--- src/sv/rtpjb_pkg.sv ---
`default_nettype none
// ----------------------------------------------------------------------------
// rtpjb_pkg
// Types, codes and helpers shared by the RTP jitter / reorder buffer.
// ----------------------------------------------------------------------------
package rtpjb_pkg;

   localparam logic [1:0] KIND_RELEASE = 2'd0;
   localparam logic [1:0] KIND_REPORT  = 2'd1;
   localparam logic [1:0] KIND_DROP    = 2'd2;

   localparam logic OP_PACKET = 1'b0;
   localparam logic OP_TICK   = 1'b1;

   localparam logic CSR_TIMEOUT    = 1'b0;
   localparam logic CSR_REPORT_GAP = 1'b1;

   localparam logic [15:0] DROPOUT_LIMIT   = 16'd3000;
   localparam logic [16:0] MISORDER_BOUND  = 17'd65436;  // span minus misorder limit
   localparam logic [16:0] SUSPECT_RESET   = 17'd65537;
   localparam logic [15:0] TIMEOUT_RESET   = 16'd100;
   localparam logic [15:0] REPORT_GAP_RESET = 16'd500;

   typedef enum logic [3:0] {
      ST_IDLE,
      ST_DECODE,
      ST_RPT,
      ST_REL_ITEM,
      ST_CLASSIFY,
      ST_SWEEP,
      ST_STORE,
      ST_CHAIN_ACT,
      ST_SCAN_ACT,
      ST_SCAN_RPT,
      ST_FINISH
   } state_type;

   typedef enum logic [1:0] {
      SW_CHAIN,
      SW_SCAN,
      SW_LOOKUP
   } sweep_mode_type;

   typedef struct packed {
      logic [47:0] seq;
      logic [15:0] tag;
      logic [31:0] arrival;
   } slot_entry_type;

   typedef struct packed {
      logic [1:0]  kind;
      logic [47:0] ext_seq;
      logic [15:0] tag;
   } emit_type;

   typedef struct packed {
      logic     emit;
      logic     finish;
      emit_type data;
   } emit_ctl_type;

   // wrapping difference read as signed, then compared to a limit
   function automatic logic elapsed_over(input logic [31:0] now_t,
                                         input logic [31:0] then_t,
                                         input logic [15:0] limit);
      logic [31:0] d;
      d = now_t - then_t;
      return !d[31] && (d > {16'd0, limit});
   endfunction

endpackage
`default_nettype wire

--- src/sv/rtpjb_if.sv ---
`default_nettype none
// ----------------------------------------------------------------------------
// rtpjb_req_if / rtpjb_rsp_if
// Valid/ready channels for input items and result items.
// ----------------------------------------------------------------------------
interface rtpjb_req_if;
   logic        valid;
   logic        ready;
   logic        operation;
   logic [15:0] seq;
   logic [15:0] packet_tag;
   logic [31:0] now_ms;

   modport source (output valid, operation, seq, packet_tag, now_ms, input ready);
   modport sink   (input valid, operation, seq, packet_tag, now_ms, output ready);
endinterface

interface rtpjb_rsp_if;
   logic        valid;
   logic        ready;
   logic [1:0]  kind;
   logic [47:0] ext_seq;
   logic [15:0] out_tag;
   logic        last;

   modport source (output valid, kind, ext_seq, out_tag, last, input ready);
   modport sink   (input valid, kind, ext_seq, out_tag, last, output ready);
endinterface
`default_nettype wire

--- src/sv/rtpjb_emit_stage.sv ---
`default_nettype none
// ----------------------------------------------------------------------------
// rtpjb_emit_stage
// Holds one result back until the next one (or the end of the item) shows
// whether it is the last, then moves it to the output register.
// ----------------------------------------------------------------------------
module rtpjb_emit_stage (
   input  wire logic                  clock,
   input  wire logic                  reset,
   input  wire rtpjb_pkg::emit_ctl_type ctl,
   output logic                       ok,
   rtpjb_rsp_if.source                rsp
);
   import rtpjb_pkg::*;

   logic     pend_v_ff, pend_v_in;
   emit_type pend_ff, pend_in;
   logic     out_v_ff, out_v_in;
   emit_type out_ff, out_in;
   logic     out_last_ff, out_last_in;
   logic     move;

   assign ok   = !pend_v_ff || !out_v_ff || rsp.ready;
   assign move = pend_v_ff && (ctl.emit || ctl.finish) && ok;

   always_comb begin
      out_v_in    = out_v_ff && !rsp.ready;
      out_in      = out_ff;
      out_last_in = out_last_ff;
      pend_v_in   = pend_v_ff;
      pend_in     = pend_ff;
      if (move) begin
         out_v_in    = 1'b1;
         out_in      = pend_ff;
         out_last_in = ctl.finish;
      end
      if (ctl.emit && ok) begin
         pend_v_in = 1'b1;
         pend_in   = ctl.data;
      end else if (ctl.finish && ok) begin
         pend_v_in = 1'b0;
      end
   end

   always_ff @(posedge clock) begin
      if (reset) begin
         pend_v_ff <= 1'b0;
         out_v_ff  <= 1'b0;
      end else begin
         pend_v_ff <= pend_v_in;
         out_v_ff  <= out_v_in;
      end
      pend_ff     <= pend_in;
      out_ff      <= out_in;
      out_last_ff <= out_last_in;
   end

   assign rsp.valid   = out_v_ff;
   assign rsp.kind    = out_ff.kind;
   assign rsp.ext_seq = out_ff.ext_seq;
   assign rsp.out_tag = out_ff.tag;
   assign rsp.last    = out_last_ff;

endmodule
`default_nettype wire

--- src/sv/rtp_jitter_reorder_buffer.sv ---
`default_nettype none
// ----------------------------------------------------------------------------
// rtp_jitter_reorder_buffer
// RTP sequence extension with a small reorder store and timeout release.
// ----------------------------------------------------------------------------
// One item is worked on at a time. Held packets sit in a slot memory with a
// registered read; every ordered search walks all STORE_DEPTH slots in one
// pass. An in-order packet with nothing held makes one pass. A tick makes one
// pass per held entry plus one, each followed by an action state, and by a
// report state for a timed-out entry; a stored packet first adds a lookup
// pass. The worst case is a store into a full set of entries that all time
// out. A result waiting on a stalled output holds the sequencer and adds its
// wait. No clearing pass follows reset.
module rtp_jitter_reorder_buffer #(
   parameter int STORE_DEPTH = 32
) (
   input  wire logic        clock,
   input  wire logic        reset,
   rtpjb_req_if.sink        req,
   rtpjb_rsp_if.source      rsp,
   input  wire logic        csr_we,
   input  wire logic        csr_index,
   input  wire logic [15:0] csr_wdata
);
   import rtpjb_pkg::*;

   localparam int IW = (STORE_DEPTH > 1) ? $clog2(STORE_DEPTH) : 1;
   localparam int CW = $clog2(STORE_DEPTH + 1);
   localparam logic [CW-1:0] CNT_END = CW'(STORE_DEPTH);

   state_type      state_ff, state_in;
   logic           started_ff, started_in;
   logic [15:0]    highest_ff, highest_in;
   logic [16:0]    suspect_ff, suspect_in;
   logic [31:0]    wrap_ff, wrap_in;
   logic [47:0]    released_ff, released_in;
   logic [31:0]    last_rpt_ff, last_rpt_in;
   logic [15:0]    timeout_ff, gap_ff;
   logic [STORE_DEPTH-1:0] valid_ff, valid_in;

   logic           op_ff;
   logic [15:0]    seq_ff, tag_ff;
   logic [31:0]    now_ff;
   logic [47:0]    ext_ff, ext_in;
   logic           chain_ff, chain_in;
   sweep_mode_type mode_ff, mode_in;
   logic [CW-1:0]  cnt_ff, cnt_in;
   logic           rdv_ff, rdv_in;
   logic [IW-1:0]  rdidx_ff, rdidx_in;
   logic           best_v_ff, best_v_in;
   logic [IW-1:0]  best_idx_ff, best_idx_in;
   slot_entry_type best_ff, best_in;
   logic           use_bound_ff, use_bound_in;
   logic [47:0]    bound_ff, bound_in;

   slot_entry_type slot_mem [STORE_DEPTH];
   slot_entry_type rd_ff;
   logic           rd_en;
   logic           wr_en;
   logic [IW-1:0]  wr_idx;
   slot_entry_type wr_data;

   logic           accept;
   logic [15:0]    udelta;
   logic [31:0]    wrap_new;
   logic [47:0]    rel_next;
   logic           rpt_ok, tmo, sweep_done, stall;
   logic           free_v;
   logic [IW-1:0]  free_idx;
   emit_ctl_type   ctl;
   logic           q_ok;

   assign accept     = req.valid && req.ready;
   assign req.ready  = (state_ff == ST_IDLE);
   assign udelta     = seq_ff - highest_ff;
   assign wrap_new   = wrap_ff + ((seq_ff < highest_ff) ? 32'd1 : 32'd0);
   assign rel_next   = released_ff + 48'd1;
   assign rpt_ok     = elapsed_over(now_ff, last_rpt_ff, gap_ff);
   assign tmo        = elapsed_over(now_ff, best_ff.arrival, timeout_ff);
   assign sweep_done = (cnt_ff == CNT_END) && !rdv_ff;
   assign rd_en      = (state_ff == ST_SWEEP) && (cnt_ff != CNT_END);

   always_comb begin
      free_v   = 1'b0;
      free_idx = '0;
      for (int i = STORE_DEPTH - 1; i >= 0; i--) begin
         if (!valid_ff[i]) begin
            free_v   = 1'b1;
            free_idx = IW'(i);
         end
      end
   end

   // result requests toward the output stage
   always_comb begin
      ctl        = '0;
      ctl.finish = (state_ff == ST_FINISH);
      unique case (state_ff)
         ST_RPT: begin
            ctl.emit = rpt_ok;
            ctl.data = '{KIND_REPORT, ext_ff, tag_ff};
         end
         ST_REL_ITEM: begin
            ctl.emit = 1'b1;
            ctl.data = '{KIND_RELEASE, ext_ff, tag_ff};
         end
         ST_STORE: begin
            ctl.emit = !best_v_ff && !free_v;
            ctl.data = '{KIND_DROP, ext_ff, tag_ff};
         end
         ST_CHAIN_ACT: begin
            ctl.emit = best_v_ff && (best_ff.seq == rel_next);
            ctl.data = '{KIND_RELEASE, best_ff.seq, best_ff.tag};
         end
         ST_SCAN_ACT: begin
            ctl.emit = best_v_ff && (tmo || (best_ff.seq == rel_next));
            ctl.data = '{KIND_RELEASE, best_ff.seq, best_ff.tag};
         end
         ST_SCAN_RPT: begin
            ctl.emit = rpt_ok;
            ctl.data = '{KIND_REPORT, best_ff.seq, best_ff.tag};
         end
         default: ctl.emit = 1'b0;
      endcase
   end

   assign stall = (ctl.emit || ctl.finish) && !q_ok;

   // next state
   always_comb begin
      state_in = state_ff;
      unique case (state_ff)
         ST_IDLE: if (accept) state_in = ST_DECODE;
         ST_DECODE: begin
            if (op_ff == OP_TICK) begin
               state_in = ST_SWEEP;
            end else if (!started_ff) begin
               state_in = ST_RPT;
            end else if (udelta < DROPOUT_LIMIT) begin
               state_in = ST_CLASSIFY;
            end else if ({1'b0, udelta} <= MISORDER_BOUND) begin
               state_in = ({1'b0, seq_ff} == suspect_ff) ? ST_RPT : ST_FINISH;
            end else begin
               state_in = ST_CLASSIFY;
            end
         end
         ST_RPT:      state_in = ST_REL_ITEM;
         ST_REL_ITEM: state_in = chain_ff ? ST_SWEEP : ST_FINISH;
         ST_CLASSIFY: begin
            if (rel_next == ext_ff)          state_in = ST_REL_ITEM;
            else if (ext_ff <= released_ff)  state_in = ST_FINISH;
            else                             state_in = ST_SWEEP;
         end
         ST_SWEEP: begin
            if (sweep_done) begin
               unique case (mode_ff)
                  SW_CHAIN:  state_in = ST_CHAIN_ACT;
                  SW_SCAN:   state_in = ST_SCAN_ACT;
                  SW_LOOKUP: state_in = ST_STORE;
                  default:   state_in = ST_FINISH;
               endcase
            end
         end
         ST_STORE:     state_in = (best_v_ff || free_v) ? ST_SWEEP : ST_FINISH;
         ST_CHAIN_ACT: state_in = ctl.emit ? ST_SWEEP : ST_FINISH;
         ST_SCAN_ACT: begin
            if (!best_v_ff) state_in = ST_FINISH;
            else if (tmo)   state_in = ST_SCAN_RPT;
            else            state_in = ST_SWEEP;
         end
         ST_SCAN_RPT: state_in = ST_SWEEP;
         ST_FINISH:   state_in = ST_IDLE;
         default:     state_in = ST_IDLE;
      endcase
      if (stall) state_in = state_ff;
   end

   // datapath and store updates
   always_comb begin
      started_in   = started_ff;
      highest_in   = highest_ff;
      suspect_in   = suspect_ff;
      wrap_in      = wrap_ff;
      released_in  = released_ff;
      last_rpt_in  = last_rpt_ff;
      valid_in     = valid_ff;
      ext_in       = ext_ff;
      chain_in     = chain_ff;
      mode_in      = mode_ff;
      cnt_in       = cnt_ff;
      rdv_in       = rdv_ff;
      rdidx_in     = rdidx_ff;
      best_v_in    = best_v_ff;
      best_idx_in  = best_idx_ff;
      best_in      = best_ff;
      use_bound_in = use_bound_ff;
      bound_in     = bound_ff;
      wr_en        = 1'b0;
      wr_idx       = best_idx_ff;
      wr_data      = '{ext_ff, tag_ff, now_ff};

      unique case (state_ff)
         ST_DECODE: begin
            chain_in = 1'b0;
            if (op_ff == OP_TICK) begin
               mode_in      = SW_SCAN;
               use_bound_in = 1'b0;
               cnt_in       = '0;
               rdv_in       = 1'b0;
               best_v_in    = 1'b0;
            end else if (!started_ff) begin
               started_in = 1'b1;
               highest_in = seq_ff;
               suspect_in = SUSPECT_RESET;
               wrap_in    = '0;
               ext_in     = {32'd0, seq_ff};
            end else if (udelta < DROPOUT_LIMIT) begin
               wrap_in    = wrap_new;
               highest_in = seq_ff;
               ext_in     = {wrap_new, seq_ff};
            end else if ({1'b0, udelta} <= MISORDER_BOUND) begin
               if ({1'b0, seq_ff} == suspect_ff) begin
                  highest_in = seq_ff;
                  suspect_in = SUSPECT_RESET;
                  wrap_in    = '0;
                  ext_in     = {32'd0, seq_ff};
               end else begin
                  suspect_in = {1'b0, seq_ff + 16'd1};
               end
            end else begin
               ext_in = {wrap_ff, seq_ff};
            end
         end
         ST_RPT: begin
            if (!stall && rpt_ok) last_rpt_in = now_ff;
         end
         ST_REL_ITEM: begin
            if (!stall) begin
               released_in  = ext_ff;
               mode_in      = SW_CHAIN;
               use_bound_in = 1'b0;
               cnt_in       = '0;
               rdv_in       = 1'b0;
               best_v_in    = 1'b0;
            end
         end
         ST_CLASSIFY: begin
            if (rel_next == ext_ff) begin
               chain_in = 1'b1;
            end else begin
               mode_in   = SW_LOOKUP;
               cnt_in    = '0;
               rdv_in    = 1'b0;
               best_v_in = 1'b0;
            end
         end
         ST_SWEEP: begin
            rdv_in   = rd_en;
            rdidx_in = cnt_ff[IW-1:0];
            if (rd_en) cnt_in = cnt_ff + CW'(1);
            if (rdv_ff && valid_ff[rdidx_ff]) begin
               if (mode_ff == SW_LOOKUP) begin
                  if (rd_ff.seq == ext_ff) begin
                     best_v_in   = 1'b1;
                     best_idx_in = rdidx_ff;
                  end
               end else if ((!use_bound_ff || (rd_ff.seq > bound_ff)) &&
                            (!best_v_ff || (rd_ff.seq < best_ff.seq))) begin
                  best_v_in   = 1'b1;
                  best_idx_in = rdidx_ff;
                  best_in     = rd_ff;
               end
            end
         end
         ST_STORE: begin
            if (best_v_ff || free_v) begin
               wr_en            = 1'b1;
               wr_idx           = best_v_ff ? best_idx_ff : free_idx;
               valid_in[wr_idx] = 1'b1;
               mode_in          = SW_SCAN;
               use_bound_in     = 1'b0;
               cnt_in           = '0;
               rdv_in           = 1'b0;
               best_v_in        = 1'b0;
            end
         end
         ST_CHAIN_ACT: begin
            if (ctl.emit && !stall) begin
               valid_in[best_idx_ff] = 1'b0;
               released_in           = best_ff.seq;
               cnt_in                = '0;
               rdv_in                = 1'b0;
               best_v_in             = 1'b0;
            end
         end
         ST_SCAN_ACT: begin
            if (best_v_ff && !stall) begin
               use_bound_in = 1'b1;
               bound_in     = best_ff.seq;
               if (ctl.emit) begin
                  valid_in[best_idx_ff] = 1'b0;
                  released_in           = best_ff.seq;
               end
               // a timed-out entry keeps best for its report
               if (!tmo) begin
                  cnt_in    = '0;
                  rdv_in    = 1'b0;
                  best_v_in = 1'b0;
               end
            end
         end
         ST_SCAN_RPT: begin
            if (!stall) begin
               if (rpt_ok) last_rpt_in = now_ff;
               cnt_in    = '0;
               rdv_in    = 1'b0;
               best_v_in = 1'b0;
            end
         end
         default: begin
         end
      endcase
   end

   always_ff @(posedge clock) begin
      if (wr_en) slot_mem[wr_idx] <= wr_data;
      if (rd_en) rd_ff <= slot_mem[cnt_ff[IW-1:0]];
   end

   always_ff @(posedge clock) begin
      if (reset) begin
         state_ff    <= ST_IDLE;
         started_ff  <= 1'b0;
         highest_ff  <= '0;
         suspect_ff  <= SUSPECT_RESET;
         wrap_ff     <= '0;
         released_ff <= '0;
         last_rpt_ff <= '0;
         timeout_ff  <= TIMEOUT_RESET;
         gap_ff      <= REPORT_GAP_RESET;
         valid_ff    <= '0;
         rdv_ff      <= 1'b0;
      end else begin
         state_ff    <= state_in;
         started_ff  <= started_in;
         highest_ff  <= highest_in;
         suspect_ff  <= suspect_in;
         wrap_ff     <= wrap_in;
         released_ff <= released_in;
         last_rpt_ff <= last_rpt_in;
         valid_ff    <= valid_in;
         rdv_ff      <= rdv_in;
         if (csr_we) begin
            unique case (csr_index)
               CSR_TIMEOUT:    timeout_ff <= csr_wdata;
               CSR_REPORT_GAP: gap_ff     <= csr_wdata;
               default: begin
               end
            endcase
         end
      end
      if (accept) begin
         op_ff  <= req.operation;
         seq_ff <= req.seq;
         tag_ff <= req.packet_tag;
         now_ff <= req.now_ms;
      end
      ext_ff       <= ext_in;
      chain_ff     <= chain_in;
      mode_ff      <= mode_in;
      cnt_ff       <= cnt_in;
      rdidx_ff     <= rdidx_in;
      best_v_ff    <= best_v_in;
      best_idx_ff  <= best_idx_in;
      best_ff      <= best_in;
      use_bound_ff <= use_bound_in;
      bound_ff     <= bound_in;
   end

   rtpjb_emit_stage u_emit (
      .clock (clock),
      .reset (reset),
      .ctl   (ctl),
      .ok    (q_ok),
      .rsp   (rsp)
   );

   a_accept_decode: assert property (@(posedge clock) disable iff (reset)
      accept |=> state_ff == ST_DECODE)
      else $error("accepted transfer did not enter decode");

   a_stall_holds: assert property (@(posedge clock) disable iff (reset)
      stall |=> $stable(state_ff))
      else $error("sequencer advanced while output was blocked");

   a_release_emits: assert property (@(posedge clock) disable iff (reset)
      ($past(!reset) && !$stable(released_ff)) |-> $past(ctl.emit && q_ok))
      else $error("released sequence moved without a result transfer");

   a_started_sticks: assert property (@(posedge clock) disable iff (reset)
      started_ff |=> started_ff)
      else $error("started flag fell outside reset");

endmodule
`default_nettype wire

--- src/flat_wrapper.sv ---
// flat-port wrapper written by rule: the top's interface ports become plain ports
module rtp_jitter_reorder_buffer_flat import rtpjb_pkg::*;
#(
   parameter int STORE_DEPTH = 32
)
  (clock, reset, csr_we, csr_index, csr_wdata, req_valid, req_operation, req_seq, req_packet_tag, req_now_ms, req_ready, rsp_valid, rsp_kind, rsp_ext_seq, rsp_out_tag, rsp_last, rsp_ready);
  rtpjb_req_if req_i ();
  rtpjb_rsp_if rsp_i ();
  input  wire logic clock;
  input  wire logic reset;
  input  wire logic csr_we;
  input  wire logic csr_index;
  input  wire logic [15:0] csr_wdata;
  input wire logic [$bits(req_i.valid)-1:0] req_valid;
  input wire logic [$bits(req_i.operation)-1:0] req_operation;
  input wire logic [$bits(req_i.seq)-1:0] req_seq;
  input wire logic [$bits(req_i.packet_tag)-1:0] req_packet_tag;
  input wire logic [$bits(req_i.now_ms)-1:0] req_now_ms;
  output wire logic [$bits(req_i.ready)-1:0] req_ready;
  output wire logic [$bits(rsp_i.valid)-1:0] rsp_valid;
  output wire logic [$bits(rsp_i.kind)-1:0] rsp_kind;
  output wire logic [$bits(rsp_i.ext_seq)-1:0] rsp_ext_seq;
  output wire logic [$bits(rsp_i.out_tag)-1:0] rsp_out_tag;
  output wire logic [$bits(rsp_i.last)-1:0] rsp_last;
  input wire logic [$bits(rsp_i.ready)-1:0] rsp_ready;
  assign req_i.valid = req_valid;
  assign req_i.operation = req_operation;
  assign req_i.seq = req_seq;
  assign req_i.packet_tag = req_packet_tag;
  assign req_i.now_ms = req_now_ms;
  assign req_ready = req_i.ready;
  assign rsp_valid = rsp_i.valid;
  assign rsp_kind = rsp_i.kind;
  assign rsp_ext_seq = rsp_i.ext_seq;
  assign rsp_out_tag = rsp_i.out_tag;
  assign rsp_last = rsp_i.last;
  assign rsp_i.ready = rsp_ready;
  rtp_jitter_reorder_buffer #(.STORE_DEPTH(STORE_DEPTH)) u_core (.clock(clock), .reset(reset), .req(req_i), .rsp(rsp_i), .csr_we(csr_we), .csr_index(csr_index), .csr_wdata(csr_wdata));
endmodule
--- config.mk ---
export PLATFORM = sky130hd
export DESIGN_NAME = rtp_jitter_reorder_buffer_flat
export DESIGN_NICKNAME = d
export VERILOG_FILES = /design/src/sv/rtpjb_pkg.sv /design/src/sv/rtpjb_if.sv /design/src/sv/rtpjb_emit_stage.sv /design/src/sv/rtp_jitter_reorder_buffer.sv /design/src/flat_wrapper.sv
export SDC_FILE = /design/constraint.sdc
export NUM_CORES = 2
export LEC_CHECK = 0
export BUFFER_PORTS_ARGS = -buffer_cell sky130_fd_sc_hd__buf_2
export CORE_MARGIN = 5
export CORE_UTILIZATION = 40
export CTS_BUF_LIST = sky130_fd_sc_hd__clkbuf_16
export DETAILED_ROUTE_END_ITERATION = 12
export MAX_ROUTING_LAYER = met4
export PLACE_DENSITY = 0.55
export SLEW_MARGIN = 15
export SYNTH_ARGS = -nofsm -noshare
export SYNTH_HDL_FRONTEND = slang
export SYNTH_SLANG_ARGS = --single-unit
--- constraint.sdc ---
create_clock -name clock -period 8.86 [get_ports clock]
set_input_delay 0.443 -clock clock [delete_from_list [all_inputs] [get_ports clock]]
set_output_delay 0.443 -clock clock [all_outputs]
set_load 0.02 [all_outputs]
Word level (Yosys, flattened, before mapping)
Memory sizes are Yosys's and may differ from the RTL's. A register that Yosys moved wholly into a read port is not among the register bits.
Cells that the tools add are included.
{ "totals": {"word_cells": 343, "out_inout_bits": 69, "ramBits": 3072, "n_memories": 1, "input_bits": 87, "reg_bits": 628} }
{ "op_classes": {"order_cmp": 13, "n_eq_ne": 43, "n_addsub": 7, "bitwise": 7, "mux": 163, "reduce_logical": 72} }
{ "mem_list": {"columns": ["memory", "depth", "word_bits", "rd", "rd_ports_with_merged_regs", "wr", "line", "text"], "rows": [
  ["u_core.slot_mem", 32, 96, 1, 1, 1, "rtp_jitter_reorder_buffer.sv:56", "slot_entry_type slot_mem [STORE_DEPTH];"]
]} }
{ "op_table": {"columns": ["operator", "n"], "rows": [
  ["32-bit 2-to-1 mux", 11],
  ["48-bit 2-to-1 mux", 7],
  ["66-bit case mux with 5 select lines", 1],
  ["5-bit 2-to-1 mux", 38],
  ["48-bit == test", 3],
  ["48-bit case mux with 3 select lines", 1],
  ["32-bit case mux with 3 select lines", 1],
  ["16-bit 2-to-1 mux", 5],
  ["17-bit 2-to-1 mux", 4],
  ["32-bit by 16-bit > comparator with 1-bit output", 2],
  ["32-bit case mux with 2 select lines", 1],
  ["32-bit subtractor", 2],
  ["1-bit 2-to-1 mux", 56],
  ["4-bit 2-to-1 mux", 14],
  ["48-bit by 1-bit adder with 48-bit output (second input constant)", 1],
  ["48-bit > comparator", 1],
  ["48-bit <= comparator", 1],
  ["48-bit less-than comparator", 1],
  ["6-bit 2-to-1 mux", 8],
  ["6-bit case mux with 7 select lines", 1],
  ["4-bit case mux with 10 select lines", 1],
  ["32-bit adder", 1],
  ["32-bit AND", 1],
  ["32-bit NOT", 1],
  ["other kinds (49)", 142]
]} }

Logic depth before layout (Yosys ltp)
{ "depth": {"depth_word": 41, "mapped_depth": 25, "ltp_nobuf": 24} }

Hierarchy
Synthesis repeated with hierarchy kept, for this count alone.
{ "hier_totals": {"cells_unflattened": 8395, "area_unflattened_um2": 156402.5} }
{ "modules_own_cells": {"columns": ["mod", "area_per_inst_um2", "n_inst", "cells_each"], "rows": [
  ["rtp_jitter_reorder_buffer", 152302.3, 1, 8250],
  ["rtpjb_emit_stage", 4100.2, 1, 145]
]} }

Worst setup path after synthesis
OpenSTA, ideal clock, no wires.
{ "synth_timing": {"kind": "flip-flop to flip-flop", "from": "reg u_core.now_ff[1]", "to": "reg u_core.u_emit.pend_ff[0] (netlist bit), enable pin", "period_less_slack_ps": 7991, "path_buffers": 0, "setup_ps": 512, "stages_incl_launch_ff": 22, "path_slack_ps": 869, "required_time_ps": 8348, "arrival_time_ps": 7480, "path_cell_list": "edfxtp_1 > ha_1 > nor2b_1 > o2111a_1 > or2_2 > and2_1 > o21ai_0 > a21oi_1 > o21ai_0 > nand2b_1 > xor2_1 > ha_1 > nand4_1 > nor4_1 > a21boi_0 > o31ai_1 > o2111ai_1 > or4_1 > nor4_1 > a31oi_1 > nor4_2 > a21oi_1"} }
{ "synth_via": {"elab_chain_cells": 7} }
{ "synth_lines": {"columns": ["element", "line", "text"], "rows": [
  ["start: declaration", "rtp_jitter_reorder_buffer.sv:43", "logic [31:0] now_ff;"],
  ["start signal: assignment", "rtp_jitter_reorder_buffer.sv:366", "now_ff <= req.now_ms;"],
  ["32-bit subtractor", "rtpjb_pkg.sv:67", "d = now_t - then_t;"],
  ["32-bit by 16-bit > comparator with 1-bit output / 1-bit zero test (equally long branches)", "rtpjb_pkg.sv:68", "return !d[31] && (d > {16'd0, limit});"],
  ["1-bit logical AND", "rtpjb_pkg.sv:68", null],
  ["1-bit logical OR", "rtp_jitter_reorder_buffer.sv:116", "ctl.emit = best_v_ff && (tmo || (best_ff.seq == rel_next));"],
  ["1-bit logical AND", "rtp_jitter_reorder_buffer.sv:116", null],
  ["1-bit case mux with 5 select lines *", "rtp_jitter_reorder_buffer.sv:98", "unique case (state_ff)"],
  ["1-bit logical AND *", "rtpjb_emit_stage.sv:37", "if (ctl.emit && ok) begin"],
  ["end signal: assignment", "rtpjb_emit_stage.sv:53", "pend_ff <= pend_in;"],
  ["end: declaration", "rtpjb_emit_stage.sv:17", "emit_type pend_ff, pend_in;"]
]} }
Every way passes the cells marked *; elsewhere a longest branch is shown, timed or not.
A chain may end at the register's enable or synchronous reset.

Worst setup path in the final report
{ "layout_timing": {"from": "reg u_core.now_ff[2]", "to": "reg u_core.cnt_ff[2], enable pin"} }
{ "layout_via": {"elab_chain_cells": 12} }
{ "layout_lines": {"columns": ["element", "line", "text"], "rows": [
  ["32-bit subtractor", "rtpjb_pkg.sv:67", null],
  ["32-bit by 16-bit > comparator with 1-bit output / 1-bit zero test (equally long branches)", "rtpjb_pkg.sv:68", null],
  ["1-bit logical AND", "rtpjb_pkg.sv:68", null],
  ["1-bit logical OR", "rtp_jitter_reorder_buffer.sv:116", null],
  ["1-bit logical AND", "rtp_jitter_reorder_buffer.sv:116", null],
  ["1-bit case mux with 5 select lines", "rtp_jitter_reorder_buffer.sv:98", null],
  ["1-bit logical OR", "rtp_jitter_reorder_buffer.sv:127", "assign stall = (ctl.emit || ctl.finish) && !q_ok;"],
  ["1-bit logical AND", "rtp_jitter_reorder_buffer.sv:127", null],
  ["1-bit zero test", "rtp_jitter_reorder_buffer.sv:288, rtp_jitter_reorder_buffer.sv:297", null],
  ["1-bit logical AND, on equally long branches", "rtp_jitter_reorder_buffer.sv:288, rtp_jitter_reorder_buffer.sv:297", null],
  ["2-bit by 1-bit != test with 1-bit output (no line)", null, null],
  ["9-bit AND reduction (no line) *", null, null],
  ["end signal: assignment", "rtp_jitter_reorder_buffer.sv:371", "cnt_ff <= cnt_in;"],
  ["end: declaration", "rtp_jitter_reorder_buffer.sv:47", "logic [CW-1:0] cnt_ff, cnt_in;"]
]} }
Marks and branches as above.

==> summary.txt <==
Run status
  – Status: finished, final reports clean

Clock network
  – Clock buffer depth: 4
  – Skew-Pair Late Insertion Delay: a little under 1 ns
  – Clock transition at the registers of the reported paths: roughly 0.06 ns
  – Clock Sinks: between 3000 and 4000
  – CTS H-tree lvls: 5
  – Cts bufs inserted: 400
  – CTS resizes: 0
  – TritonCTS clock tree: built
  – Root buf cell: clkbuf_16

Detailed routing
  – Via count: about 84000
  – Remaining DRCs: 0
  – Total Wirelength: between 400 and 500 mm
  – Drt pass-1 iters: 5
  – Wire length per cell: between 30 and 40 um
  – Antenna-violating nets left: 0
  – Via/cell ratio: 5.841
  – DRT iter0 DRCs: between 8000 and 9000

Logic synthesis
  – Netlist cell types: between 80 and 90
  – Total of flip-flops plus latches after synthesis: roughly 3800
  – Avg Cell Area, Syn: around 19 um2
  – Cells after synthesis: 8304
  – YS warnings: 0
  – Register area share after synthesis: between 70% and 80%
  – Ys async rst share: 0%
  – Number of synthesized flops with an enable pin: 3579
  – Syn Nets: between 8000 and 9000
  – Post-synthesis instance area: between 150000 and 200000 um2
  – Ys flop type: edfxtp_1

Worst setup path
  – Crit-path max FO: 35
  – WP data required: between 9 and 10 ns
  – CP Capture Type: flop
  – Setup CP Type: flop to flop
  – CP startpoint kind: flop
  – WP data arrival: between 8 and 9 ns

Final layout
  – Fin cells: 14323
  – Final nets: 9135
  – Fin util: 45.79%
  – Layout cells sized above 1: ~23%
  – Area growth syn-to-layout: 14.13%

GRT
  – Tot GR Track Use: a little under a quarter
  – First-pass GRT wire length: 648.9 mm
  – Vias in the first global route: about 84000
  – Largest net degree at the start of global routing: about 140
  – Total grt overflow: 0
  – Initial antenna violation count: 15

Place
  – Placed Cells: between 10000 and 15000
  – HPWL after DPL: approximately 260 mm
  – RD Place Congestion: 0.9195
  – Pre-CTS WS: 1.014 ns
  – PortBufs: about 160

Timing
  – # setup viols final: 0
  – RSZ-0062 raised after global routing: false
  – Final Hold Viols: 0
  – Max Freq: approximately 130 MHz
  – Fin crit period: 7.872 ns
  – Rel. slew slack: ~23%
  – Clock skew: approximately 0.051 ns
  – Fin worst setup slack: about 0.99 ns
  – Period utilization: about 90%
  – Setup TNS Final: 0 ns
  – Hold Slack: approximately 0.10 ns
  – Slew Limit Fails: 0
  – Worst slew pin tran: approximately 1.2 ns

Power and ir drop
  – Peak supply drop: between 0.2 and 0.3 mV
  – Pwr/cell area: about 290 nW/um2
  – Leakage: 0.05728 uW

Floorplanning
  – Die H: 634.3 um
  – Total die area: ~400000 um2
  – Initial Util: 40.12%
  – Rows: about 230
  – IO Pins: around 160
  – Placeable core area: 388500 um2
  – Die width: 634.3 um

Worst hold path
  – Hold Crit Class: input port to flop

Run
  – Max cap viols: 0
## metal layers
metal	up-vias	wire length, um	track usage, %
met3	706	27320	2.744
met1	44859	195100	31.68
met2	3172	225900	37.59
li1	34927	-	-
met4	0	13880	5.996
met5	-	0	-
## flip-flops by register name, summed over array words and instances, names as in the netlist, 48 cells and up
signal / cells
u_core.released_ff: 48
u_core.best_ff: 96
u_core.u_emit.rsp.ext_seq: 48
u_core.slot_mem: 3072
u_core.u_emit.pend_ff: 66
u_core.ext_ff: 48
u_core.rd_ff: 96
u_core.bound_ff: 48
## per-stage QoR
| stage | total power [uW] | cell area, um2 |
|---|---|---|
| floorplan | 31070 | 155900 |
| global route | 53440 | 177900 |
| CTS | 51910 | 177800 |
| detailed placement | 35480 | 164200 |
| finish | 51390 | 177900 |
| global placement | 35400 | 164200 |
## Yosys cell counts (all sizes together) (81+ instances only)
master,count,area [um2]
mux4,970,21850
nand4,85,531.8
xor2,121,1060
nand2,360,1351
ha,259,3241
clkbuf,295,1107
nand3,81,410.4
o21ai,147,735.7
mux2,99,1115
nor2,284,1066
dfxtp,217,4344
buf,98,412.9
a21oi,295,1476
nor3,87,445.4
inv,310,1164
edfxtp,3579,107500
xnor2,118,1033
## power by group
part / switching (uW) / internal, uW
registers: 667 / 21100
logic: 7300 / 5890
clock network: 7020 / 9370
## what timing repair did
action,in CTS,in global routing
hold buffers,89,0
hold endpoints to repair,113,0
buffers inserted,0,0
## cell type report
type	count	area, um2
inverters	310	1231
flip-flops and latches	3796	111800
well taps	5197	6502
repair buffers	473	3920
clock buffers	408	10210
diodes	4	10.01
fillers	33049	210600
multi-input cells	3805	41670
clock inverters	330	2546
## cell usage in the layout, fill, tap and decap left out, types with 154 or more instances in the layout
master | netlist | routed
inv_1 | 309 | 380
edfxtp_1 | 3579 | 3579
mux4_2 | 970 | 970
nand2_1 | 360 | 358
buf_4 | 0 | 186
nor2_1 | 284 | 256
dfxtp_1 | 217 | 217
a21oi_1 | 295 | 293
clkbuf_16 | 0 | 408
buf_2 | 24 | 154
ha_1 | 259 | 259
## kinds of logic (layout without fill, tap and decap cells)
kind of cell | count (synthesis) | in the layout | share of synthesized area (%)
mux | 1141 | 1141 | 15.19
compound gates | 955 | 955 | 4.063
other cells | 0 | 4 | 0
simple gates | 1204 | 1204 | 3.773
buf+inv | 703 | 1521 | 1.722
xor+xnor | 243 | 243 | 1.401
fa+ha+maj | 262 | 262 | 2.117
flops | 3796 | 3796 | 71.73
## worst max-delay path, cell delays in order (launching register included)
cell and delay (ns):
edfxtp_1 1.10, ha_1 0.45, o211ai_1 0.20, a21oi_1 0.12, o41ai_1 0.82, nand2_1 0.14
xor2_1 0.18, ha_1 0.30, nand4_1 0.14, or4_1 0.56, nor2b_1 0.17, a221oi_1 0.29
o211ai_1 0.15, nor4_1 0.21, o2111a_1 0.50, a311oi_1 0.27, nor4_2 0.77, a2111oi_0 0.29
or2_2 0.37, a21oi_1 0.46
## worst paths after layout
kind	from	to	slack, ns	cells after the start
setup / recovery	u_core.now_ff[2]	u_core.cnt_ff[2]	0.99	19
hold / removal	csr_we	u_core.timeout_ff[1]	0.10	5
hold reg to reg	u_core.rd_ff[31]	u_core.best_ff[31]	0.40	0
setup reg to reg	u_core.now_ff[2]	u_core.cnt_ff[2]	0.99	19
(Power assumes the default switching activity.)
